[config.mk]
export PLATFORM = sky130hd
export DESIGN_NAME = brb_ctrl
export DESIGN_NICKNAME = d
export VERILOG_FILES = /design/src/rtl/brb_pkg.sv /design/src/rtl/brb_ctrl.sv
export SDC_FILE = /design/constraint.sdc
export NUM_CORES = 1
export LEC_CHECK = 0
export ABC_AREA = 1
export BUFFER_PORTS_ARGS = -buffer_cell sky130_fd_sc_hd__buf_2
export CORE_AREA = 3 3 40 42
export CTS_CLUSTER_DIAMETER = 200
export DETAILED_ROUTE_END_ITERATION = 8
export DIE_AREA = 0 0 43 45
export GPL_TIMING_DRIVEN = 0
export PLACE_DENSITY_LB_ADDON = 0.12
export SLEW_MARGIN = 10
export SYNTH_ARGS = -nofsm -noshare
export SYNTH_HDL_FRONTEND = slang
export SYNTH_SLANG_ARGS = --single-unit
export TNS_END_PERCENT = 1
[constraint.sdc]
create_clock -name clk -period 2.4 [get_ports clk]
set_input_delay 0.24 -clock clk [delete_from_list [all_inputs] [get_ports clk]]
set_output_delay 0.24 -clock clk [all_outputs]
set_load 0.005 [all_outputs]
[src/rtl/brb_pkg.sv]
package brb_pkg;

	// Field widths fixed by the interface.
	localparam int MODE_W = 3;
	localparam int DATA_W = 8;
	localparam int CNT_W  = 12;
	localparam int CAP_W  = 13;
	localparam int ST_W   = 2;

	localparam int DEPTH_DFLT  = 4096;
	localparam int CAP_RST     = 4096;
	localparam int CAP_MIN     = 2;
	localparam int BLANK_SLOTS = 1;

	// Operation codes.
	localparam logic [MODE_W-1:0] MODE_PUT    = 3'd0;
	localparam logic [MODE_W-1:0] MODE_GET    = 3'd1;
	localparam logic [MODE_W-1:0] MODE_PEEK   = 3'd2;
	localparam logic [MODE_W-1:0] MODE_SKIP   = 3'd3;
	localparam logic [MODE_W-1:0] MODE_COMMIT = 3'd4;

	// Status codes.
	localparam logic [ST_W-1:0] ST_OK       = 2'd0;
	localparam logic [ST_W-1:0] ST_NO_SPACE = 2'd1;
	localparam logic [ST_W-1:0] ST_NO_DATA  = 2'd2;

	typedef struct packed {
		logic load;
		logic exec;
		logic cfg_wr;
	} cmd_t;

endpackage

[src/rtl/brb_ctrl.sv]
module brb_ctrl (
	input  logic              clk,
	input  logic              arst_n,
	input  logic              start,
	input  logic              cfg_valid,
	output logic              busy,
	output logic              cfg_ready,
	output logic              done,
	output brb_pkg::cmd_t     cmd
);

	typedef enum logic [2:0] {
		S_IDLE = 3'b001,
		S_EXEC = 3'b010,
		S_RESP = 3'b100
	} state_t;

	state_t state_q;
	state_t state_n;
	logic   accept;

	assign busy      = (state_q == S_EXEC);
	// A request entering at the same edge takes priority over a capacity write.
	assign cfg_ready = (state_q == S_IDLE) && !start;
	assign done      = (state_q == S_RESP);
	assign accept    = start && !busy;

	always_comb begin
		state_n = state_q;
		case (state_q)
			S_IDLE: begin
				if (start) state_n = S_EXEC;
			end
			S_EXEC: begin
				state_n = S_RESP;
			end
			S_RESP: begin
				// A new request may enter while the result is on the ports.
				state_n = start ? S_EXEC : S_IDLE;
			end
			default: begin
				state_n = S_IDLE;
			end
		endcase
	end

	always_ff @(posedge clk or negedge arst_n) begin
		if (!arst_n) begin
			state_q <= S_IDLE;
		end else begin
			state_q <= state_n;
		end
	end

	always_comb begin
		cmd.load   = accept;
		cmd.exec   = (state_q == S_EXEC);
		cmd.cfg_wr = cfg_valid && cfg_ready;
	end

endmodule

# Word-level counts from Yosys, hierarchy flattened
# Cells that the tools add are included.
# word_totals
inputBits	4
latchBits	0
mem_count	0
ram_bits	0
rom_bits	0
word_cells	13
output_inout_bits	6
ff_bits	3
# classes
bitwise	0
n_mux	3
multipliers	0
magnitude_cmp	0
n_eq_ne	4
n_div	0
n_reduce_logical	5
n_addsub	0
shift	0
# ops
cell	count
case mux 3 bit (3 select lines)	1
equality test 3 x 1 -> 1 bit, second input constant	1
equality test 3 x 2 -> 1 bit, second input constant	1
equality test 3 bit, second input constant	1
logical AND 1 bit	3
two-way mux 3 bit	1
zero test 1 bit	2
two-way mux 2 bit	1
!= test 2 bit, second input constant	1

# Longest topological paths before layout
# Gate-level depths: netlist of the first run.
# depth
depth_word	3
ltp_mapped	4
mapped_depth_nobuf	4

# Least setup slack after synthesis of the first run
# No wires, ideal clock.
# synth_path
path_kind	reg-to-output
start	reg state_q[2]
end	out cmd[2] in the netlist's numbering
stages_incl_launch_ff	4
t_required_ns	2.160
n_path_buf	1
arrival_time_ns	0.908
path_slack_ns	1.252
path_cell_list	dfrtp_1 -> nor3_2 -> nor2_1 -> buf_4
# synth_via
elab_chain_len	3
# synth_rtl
item	line_no	text
from (decl)	brb_ctrl.sv:18	state_t state_q;
from (signal assigned)	brb_ctrl.sv:51	state_q <= state_n;
equality test 3 x 2 -> 1 bit	brb_ctrl.sv:22	assign busy = (state_q == S_EXEC);
via busy	brb_ctrl.sv:6	output logic busy,
zero test 1 bit	brb_ctrl.sv:26	assign accept = start && !busy;
logical AND 1 bit	brb_ctrl.sv:26	
to (decl)	brb_ctrl.sv:9	output brb_pkg::cmd_t cmd
# The timed path passes the listed nets, and every way through them passes these cells.

# Final worst setup path of the first run
# layout_path
start	reg state_q[2]
end	out cmd[2] in the netlist's numbering
# layout_via
elab_chain_len	3
# layout_rtl
item	line_no
equality test 3 x 2 -> 1 bit	brb_ctrl.sv:22
zero test 1 bit	brb_ctrl.sv:26
logical AND 1 bit	brb_ctrl.sv:26
# Every way passes these cells.

==> impl_metrics.tcl, run 1 <==
set metrics [dict create \
    slowest_delay_ns 0.41 \
    cts_max_level 1 \
    top_register "state_q" \
    dpl.hpwl_um 294.7 \
    leakage_uw 0.0001559 \
    grt_pass1_wl_um 552 \
    drt_pre_antenna_iters 2 \
    maxCapViolCount 0 \
    final_common_cell "buf_2" \
    setup_viol 0 \
    fin_total_pwr_uw 291.3 \
    die-area_sq_mm 0.001935 \
    postCtsSetupBuffers 0 \
    dp_slack_ns 1.100 \
    via_per_inst 3.347 \
    routedWlPerCell_um 7.673 \
    ant_nets 0 \
    hold_viol 0 \
    fin_crit_sh_pct 63.36 \
    grtUsageTotal_pct 4.341 \
    initial_core_util_pct 14.12 \
    boundaryPins 10 \
    n_fill_cell 153 \
    drc 0 \
    maxSlewHeadroom_pct 79.91 \
    core_area_sq_mm 0.001285 \
    place.gp.congestion 0.6178 \
    cp-start-kind "register" \
    final_cell_mix "buf_2, nor2_1, inv_1, clkbuf_4" \
    slew_violations 0 \
    syn_area_sq_um 181.4 \
    worst_ep_required_time_ns 2.16 \
    synth_area_per_cell_sq_um 9.071 \
    antenna_found_initial 0 \
    fin_ws_ns 0.8793 \
    synth_warnings 0 \
    hold_path_class "in2reg" \
    clockBufferDepth 2 \
    largest_reg_flops 3 \
    drive_above_1_share_pct 64.71 \
    final_nets 39 \
    portBuffers 9 \
    post_cts_resized 0 \
    clkSinkCount 3 \
    wl_um 376 \
    tightestPinTransition_ns 0.2997 \
    powerDensity_mw_per_mm2 1035 \
    cp-end-kind "output pin" \
    cts_tree "yes" \
    area_growth_pct 55.17 \
    fmax_mhz 657.6 \
    path_clk_slew_ns 0.04 \
    largestRegisters "state_q: 3 flops" \
    first_iter_violations 3 \
    path_max_fanout 4 \
    cp_slowest_cell "dfrtp_1" \
    overflow 0 \
    outcome "finished, final reports clean" \
    min_period_ns 1.521 \
    die_h_um 45 \
    grt_max_degree 5 \
    syn_inst 20 \
    arrival_ns 1.28 \
    ir_worst_vdd_mv 0.4175 \
    cts_buffers 3 \
    ys_seq_area_share_pct 42.07 \
    clk-insertion-delay-late_ns 0.23 \
    seq_area_sq_um 76.32 \
    cts_root_buf "clkbuf_4" \
    die_w_um 43 \
    finalClockSkew_ns 0.002230 \
    synth_seq_cells 3 \
    syn-num-nets 24 \
    multi_input_comb_area_sq_um 75.07 \
    utilization_pct 21.91 \
    cp_cell_sequence "nor3_2 > nor2_1 > buf_4 > buf_2" \
    synth_cell_types 13 \
    critical_path_class "reg2out" \
    vias 164 \
    grt_setup_unrepaired "false" \
    num_rows 13 \
    diodes 0 \
    grt_pass1_vias 148 \
    fin_tns_setup_ns 0 \
]
[metal layers]
| layer | global-route usage, % | up-vias | share of wire (%) |
|---|---|---|---|
| li1 | - | 89 | - |
| met1 | 4.612 | 69 | 48 |
| met2 | 5.090 | 6 | 42 |
| met3 | 2.789 | 0 | 9.8 |
| met4 | 5.422 | 0 | 0 |
| met5 | 0 | - | 0 |
[synthesized netlist by cell type]
master	instances	share of area (%)
a21oi_1	1	2.8
nor3_1	1	2.8
dfrtp_1	2	28
inv_1	3	6.2
dfstp_2	1	14
nor3_2	1	5.5
a21oi_2	1	4.8
nand3_2	1	5.5
inv_2	1	2.1
buf_4	2	8.3
nor2_1	3	6.2
nand2_2	2	6.9
nor3b_2	1	6.9
[timing repair]
| action | 4_1_cts | 5_1_grt |
|---|---|---|
| endpoints found under the setup margin | 0 | 0 |
| endpoints found under the hold margin | 3 | 0 |
| hold buffers | 1 | 0 |
[final cells by class]
cell class | instances | area share (%)
Timing Repair Buffer | 10 | 19.56
Sequential cell | 3 | 27.11
Multi-Input combinational cell | 11 | 26.67
Inverter | 4 | 5.333
Buffer | 2 | 5.333
Clock buffer | 4 | 9.333
Tap cell | 15 | 6.667
[final timing paths]
kind / slack (ns) / cells past startpoint / end / start
min in group asynchronous: 0.33 / 2 / state_q[2]$_DFFE_PN0P_ / arst_n
max in group asynchronous: 1.88 / 2 / state_q[0]$_DFFE_PN1P_ / arst_n
hold reg to reg: 0.53 / 1 / state_q[2]$_DFFE_PN0P_ / state_q[2]$_DFFE_PN0P_
setup reg to reg: 1.46 / 4 / state_q[0]$_DFFE_PN1P_ / state_q[0]$_DFFE_PN1P_
hold / removal: 0.21 / 2 / state_q[0]$_DFFE_PN1P_ / start
setup / recovery: 0.88 / 4 / cmd[2] / state_q[2]$_DFFE_PN0P_
[cells by family after synthesis]
family | count (synthesis) | synth area share [%]
buf+inv | 6 | 16.55
compound gates | 2 | 7.584
flops | 3 | 42.07
simple gates | 9 | 33.79
[metrics by stage]
step / cells / cell area [sq um] / hold slack [ns]
3_5_place_dp: 44 / 245.2 / 0.03685
2_1_floorplan: 20 / 181.4 / -0.05559
4_1_cts: 49 / 281.5 / 0.1995
5_1_grt: 49 / 281.5 / 0.2030
6_report: 49 / 281.5 / 0.2056
3_3_place_gp: 44 / 245.2 / 0.03604
[where the power goes]
part | internal [uW] | switching (uW) | total [uW]
Combinational | 51.3 | 59.4 | 111
Sequential | 74.0 | 17.8 | 91.9
Clock | 62.3 | 26.4 | 88.7
Total | 188 | 104 | 291
[critical path: cells and delay by family, from the launching register on]
family,cells,cell delay (ns)
buffers and inverters,2,0.24
AND/OR/NAND/NOR,2,0.39
flip-flops,1,0.41
Power figures use the tool's default switching activity.
==> run 2, diff against run 1 <==
==> constraint.sdc (replaced) <==
create_clock -name clk -period 1.4 [get_ports clk]
set_input_delay 0.14 -clock clk [delete_from_list [all_inputs] [get_ports clk]]
set_output_delay 0.14 -clock clk [all_outputs]
set_load 0.005 [all_outputs]
==> run 2 against run 1 <==
Against the previous run:
- total power is 90% higher
- largest power group unchanged
- clock skew hardly changed
- critical endpoint is now cmd[0]
- critical path type unchanged
- clock power is 71% higher
- via count is 3.7% higher
==> impl_metrics.tcl, run 2 (synthesis results as in run 1) <==
set metrics [dict create \
    outcome "finished, final reports clean" \
    path_clk_slew_ns 0.04 \
    die-area_sq_mm 0.001935 \
    arrival_ns 1.21 \
    final_cells 51 \
    slew_violations 0 \
    grtUsageTotal_pct 4.344 \
    grt_pass1_wl_um 552 \
    ff2ff_path_depth 4 \
    cp-start-kind "register" \
    die_h_um 45 \
    initial_core_util_pct 14.12 \
    top_register "state_q" \
    drc 0 \
    final_nets 41 \
    comb_power_share_pct 41.9 \
    drt_pre_antenna_iters 2 \
    routedWlPerCell_um 7.686 \
    overflow 0 \
    dpl.hpwl_um 294.7 \
    final_cell_mix "buf_2, buf_4, nor2_1, inv_1, clkbuf_4" \
    hold_viol 0 \
    antenna_found_initial 0 \
    pwr-share-seq_pct 30.7 \
    maxSlewHeadroom_pct 86.58 \
    swShare_pct 36.35 \
    fin_hold_ws_ns 0.1027 \
    cts_max_level 1 \
    leakage_uw 0.0001657 \
    dp.cells 44 \
    min_period_ns 1.348 \
    portBuffers 9 \
    slowest_delay_ns 0.59 \
    largestRegisters "state_q: 3 flops" \
    grt_setup_unrepaired "true" \
    clockBufferDepth 2 \
    fin_total_pwr_uw 554.3 \
    path_max_fanout 4 \
    drive_above_1_share_pct 69.44 \
    powerDensity_mw_per_mm2 1779 \
    largest_reg_flops 3 \
    cp_slowest_cell "dfstp_2" \
    boundaryPins 10 \
    cts_tree "yes" \
    die_w_um 43 \
    hold_depth 2 \
    hold_path_class "in2reg" \
    critical_path_class "reg2out" \
    diodes 0 \
    fin_crit_sh_pct 96.31 \
    first_iter_violations 3 \
    cts_root_buf "clkbuf_4" \
    worst_ep_required_time_ns 1.26 \
    crit_buf_inv 1 \
    fmax_mhz 741.6 \
    core_area_sq_mm 0.001285 \
    num_rows 13 \
    wl_um 392 \
    crit_family "flip-flops" \
    setup_viol 0 \
    cp-end-kind "output pin" \
    place.gp.congestion 0.6178 \
    intPower_uw 352.8 \
    maxCapViolCount 0 \
    vias 170 \
    ant_nets 0 \
    via_per_inst 3.333 \
    area_growth_pct 71.72 \
    n_fill_cell 146 \
    p_switching_uw 201.5 \
    finalClockSkew_ns 0.002246 \
    tightestPinTransition_ns 0.2006 \
    clk-insertion-delay-late_ns 0.23 \
    final_common_cell "buf_2" \
    pwr-share-clk_pct 27.4 \
    grt_pass1_vias 148 \
    clkSinkCount 3 \
    grt_max_degree 5 \
    ir_worst_vdd_mv 0.7808 \
    cp_cell_sequence "nand3_4 > nor3b_2 > buf_2" \
    cp.depth 3 \
    cts_buffers 3 \
]
==> run 2: cell count changes in the layout (fill, tap and decap cells not counted), sizes merged <==
cell / previous run / this run
buf: 11 / 13
==> run 2: power by group through the flow <==
stage          registers, uW  clock network [uW]  logic [uW]
6_report                 170                 152         232
5_1_grt                  175                 167         257
4_1_cts                  166                 159         201
3_5_place_dp             159                   0         192
3_3_place_gp             160                   0         191
2_1_floorplan            154                   0         134
==> run 2: cell type report <==
type / instances / area, sq um / area share, %
inverter: 4 / 15.01 / 4.819
multi-input combinational: 11 / 88.84 / 28.51
buffer: 2 / 15.01 / 4.819
clock buffer: 4 / 26.28 / 8.434
timing repair buffer: 12 / 70.07 / 22.49
sequential: 3 / 77.57 / 24.90
tap: 15 / 18.77 / 6.024
==> run 2: worst paths after layout <==
check / startpoint / endpoint / slack (ns)
min in group asynchronous: arst_n / state_q[2]$_DFFE_PN0P_ / 0.23
hold reg to reg: state_q[2]$_DFFE_PN0P_ / state_q[2]$_DFFE_PN0P_ / 0.52
setup reg to reg: state_q[0]$_DFFE_PN1P_ / state_q[0]$_DFFE_PN1P_ / 0.42
setup / recovery: state_q[0]$_DFFE_PN1P_ / cmd[0] / 0.05
max in group asynchronous: arst_n / state_q[0]$_DFFE_PN1P_ / 0.98
hold / removal: start / state_q[0]$_DFFE_PN1P_ / 0.10
==> run 2: per-stage QoR <==
stage | utilization, % | area, sq um | setup WS (ns) | TNS [ns]
after detailed placement | 19.08 | 245.2 | 0.2003 | 0
after CTS | 22.40 | 287.8 | 0.001924 | 0
final | 24.25 | 311.5 | 0.05159 | 0
after global routing | 24.25 | 311.5 | -0.009955 | -0.01285
after floorplan | - | 181.4 | 0.3515 | 0
after global placement | 19.08 | 245.2 | 0.2115 | 0
==> run 2: layer usage <==
| metal | GRT usage, % | wire [um] | part of all wire, % |
|---|---|---|---|
| met5 | 0 | 0 | 0 |
| met4 | 5.422 | 0 | 0 |
| met2 | 5.090 | 168 | 43 |
| met1 | 4.623 | 186 | 47 |
| met3 | 2.789 | 36 | 9.2 |
==> run 2: timing repair <==
item | in CTS | in global routing
cloned | 0 | 0
hold endpoints to repair | 3 | 0
setup endpoints to repair | 1 | 2
pin swaps | 0 | 1
resized for setup | 1 | 2
buffers inserted | 0 | 2
hold buffers | 1 | 0
==> run 3, diff against run 2 <==
--- a/config.mk
+++ b/config.mk
@@ -7,10 +7,10 @@
 export LEC_CHECK = 0
 export ABC_AREA = 1
 export BUFFER_PORTS_ARGS = -buffer_cell sky130_fd_sc_hd__buf_2
-export CORE_AREA = 3 3 40 42
+export CORE_AREA = 2 2 39 41
 export CTS_CLUSTER_DIAMETER = 200
 export DETAILED_ROUTE_END_ITERATION = 8
-export DIE_AREA = 0 0 43 45
+export DIE_AREA = 0 0 41 43
 export GPL_TIMING_DRIVEN = 0
 export PLACE_DENSITY_LB_ADDON = 0.12
 export SLEW_MARGIN = 10
==> run 3 against run 2 <==
Against the previous run:
- clock skew rose by 0.0010 ns
- combinational power barely moved
- design area decreased by 2.4%
- clock power about the same
- critical endpoint unchanged
==> impl_metrics.tcl, run 3 (synthesis results as in run 1) <==
set metrics [dict create \
    cts_max_level 1 \
    clockBufferDepth 2 \
    worst_ep_required_time_ns 1.26 \
    clkSinkCount 3 \
    boundaryPins 10 \
    initial_core_util_pct 13.11 \
    dpl.hpwl_um 294 \
    path_max_fanout 4 \
    leakage_uw 0.0001637 \
    multi_input_comb_area_sq_um 88.84 \
    setup_viol 0 \
    largestRegisters "state_q: 3 flops" \
    top_register "state_q" \
    area_growth_pct 67.59 \
    largest_reg_flops 3 \
    final_common_cell "buf_2" \
    holdCritStartpoint "start" \
    drive_above_1_share_pct 68.57 \
    n_fill_cell 153 \
    arrival_ns 1.19 \
    cp-end-kind "output pin" \
    cts_tree "yes" \
    maxSlewHeadroom_pct 85.36 \
    die_h_um 43 \
    cts_root_buf "clkbuf_4" \
    seq_area_sq_um 76.32 \
    vias 170 \
    first_iter_violations 2 \
    hold_viol 0 \
    die_w_um 41 \
    drt_pre_antenna_iters 2 \
    ir_worst_vdd_mv 0.4705 \
    via_per_inst 3.333 \
    r2r-start "state_q[0]$_DFFE_PN1P_" \
    min_period_ns 1.333 \
    grtUsageTotal_pct 6.048 \
    clk-insertion-delay-late_ns 0.24 \
    routedWlPerCell_um 7.392 \
    critical_path_class "reg2out" \
    maxCapViolCount 0 \
    outcome "finished, final reports clean" \
    drc 0 \
    portBuffers 9 \
    fmax_mhz 750.0 \
    finalClockSkew_ns 0.003288 \
    final_nets 40 \
    diodes 0 \
    wl_um 377 \
    ant_nets 0 \
    hold_path_class "in2reg" \
    grt_max_degree 5 \
    final_cell_mix "buf_2, nor2_1, buf_4, clkbuf_4" \
    antenna_found_initial 0 \
    core_area_sq_mm 0.001384 \
    tightestPinTransition_ns 0.2195 \
    fin_hold_ws_ns 0.09055 \
    grt_pass1_vias 151 \
    fin_crit_sh_pct 95.24 \
    path_clk_slew_ns 0.04 \
    cts_buffers 3 \
    num_rows 14 \
    place.gp.congestion 0.6277 \
    cp-start-kind "register" \
    slew_violations 0 \
    startpoint "state_q[0]$_DFFE_PN1P_" \
    powerDensity_mw_per_mm2 1821 \
    grt_pass1_wl_um 627 \
    overflow 0 \
    die-area_sq_mm 0.001763 \
    fin_tns_setup_ns 0 \
]
## run 3: final timing paths
path,endpoint,slack (ns),cells after the start
worst max-delay path,cmd[0],0.07,3
worst min-delay path,state_q[0]$_DFFE_PN1P_,0.09,2
worst max register to register,state_q[0]$_DFFE_PN1P_,0.43,4
worst min register to register,state_q[2]$_DFFE_PN0P_,0.58,1
max in group asynchronous,state_q[0]$_DFFE_PN1P_,0.98,2
min in group asynchronous,state_q[2]$_DFFE_PN0P_,0.23,2
## run 3: timing repair
action | 4_1_cts | 5_1_grt
pin swaps | 1 | 3
buffers inserted | 0 | 2
gates resized for setup | 1 | 2
endpoints found under the hold margin | 3 | 0
hold buffers | 1 | 0
setup endpoints to repair | 1 | 2
## run 3: cell type report
type / instances / area share (%)
Tap cell: 16 / 6.584
Clock buffer: 4 / 8.642
Timing Repair Buffer: 12 / 23.05
Inverter: 4 / 4.938
Sequential cell: 3 / 25.10
Multi-Input combinational cell: 11 / 29.22
Buffer: 1 / 2.469
## run 3: critical path: stages, from the launching register on
cell and delay [ns]:
dfstp_2 0.58, nand3_4 0.10, nor3b_2 0.15, buf_2 0.12
## run 3: power breakdown
part | internal, uW | leakage, uW | switching [uW]
clock network | 107 | 0.0000150 | 46.4
logic | 116 | 0.000112 | 113
registers | 127 | 0.0000371 | 44.0
total | 351 | 0.000164 | 203
## run 3: routing by layer
layer | global-route usage, % | part of all wire, % | vias up
li1 | - | - | 90
met1 | 6.840 | 38 | 71
met2 | 6.563 | 52 | 7
met3 | 1.571 | 5.3 | 2
met4 | 10.00 | 4.0 | 0
met5 | 0 | 0 | -
## run 3: per-stage QoR
stage / setup WS [ns] / area (sq um) / power (uW) / utilization, % / cells
floorplan: 0.3515 / 181.4 / 287.8 / - / 20
global placement: 0.1981 / 246.5 / 351.0 / 17.81 / 45
detailed placement: 0.2066 / 246.5 / 349.8 / 17.81 / 45
CTS: 0.01005 / 289.0 / 529.8 / 20.89 / 50
global route: -0.0008125 / 304.0 / 602.2 / 21.97 / 51
finish: 0.06663 / 304.0 / 553.6 / 21.97 / 51
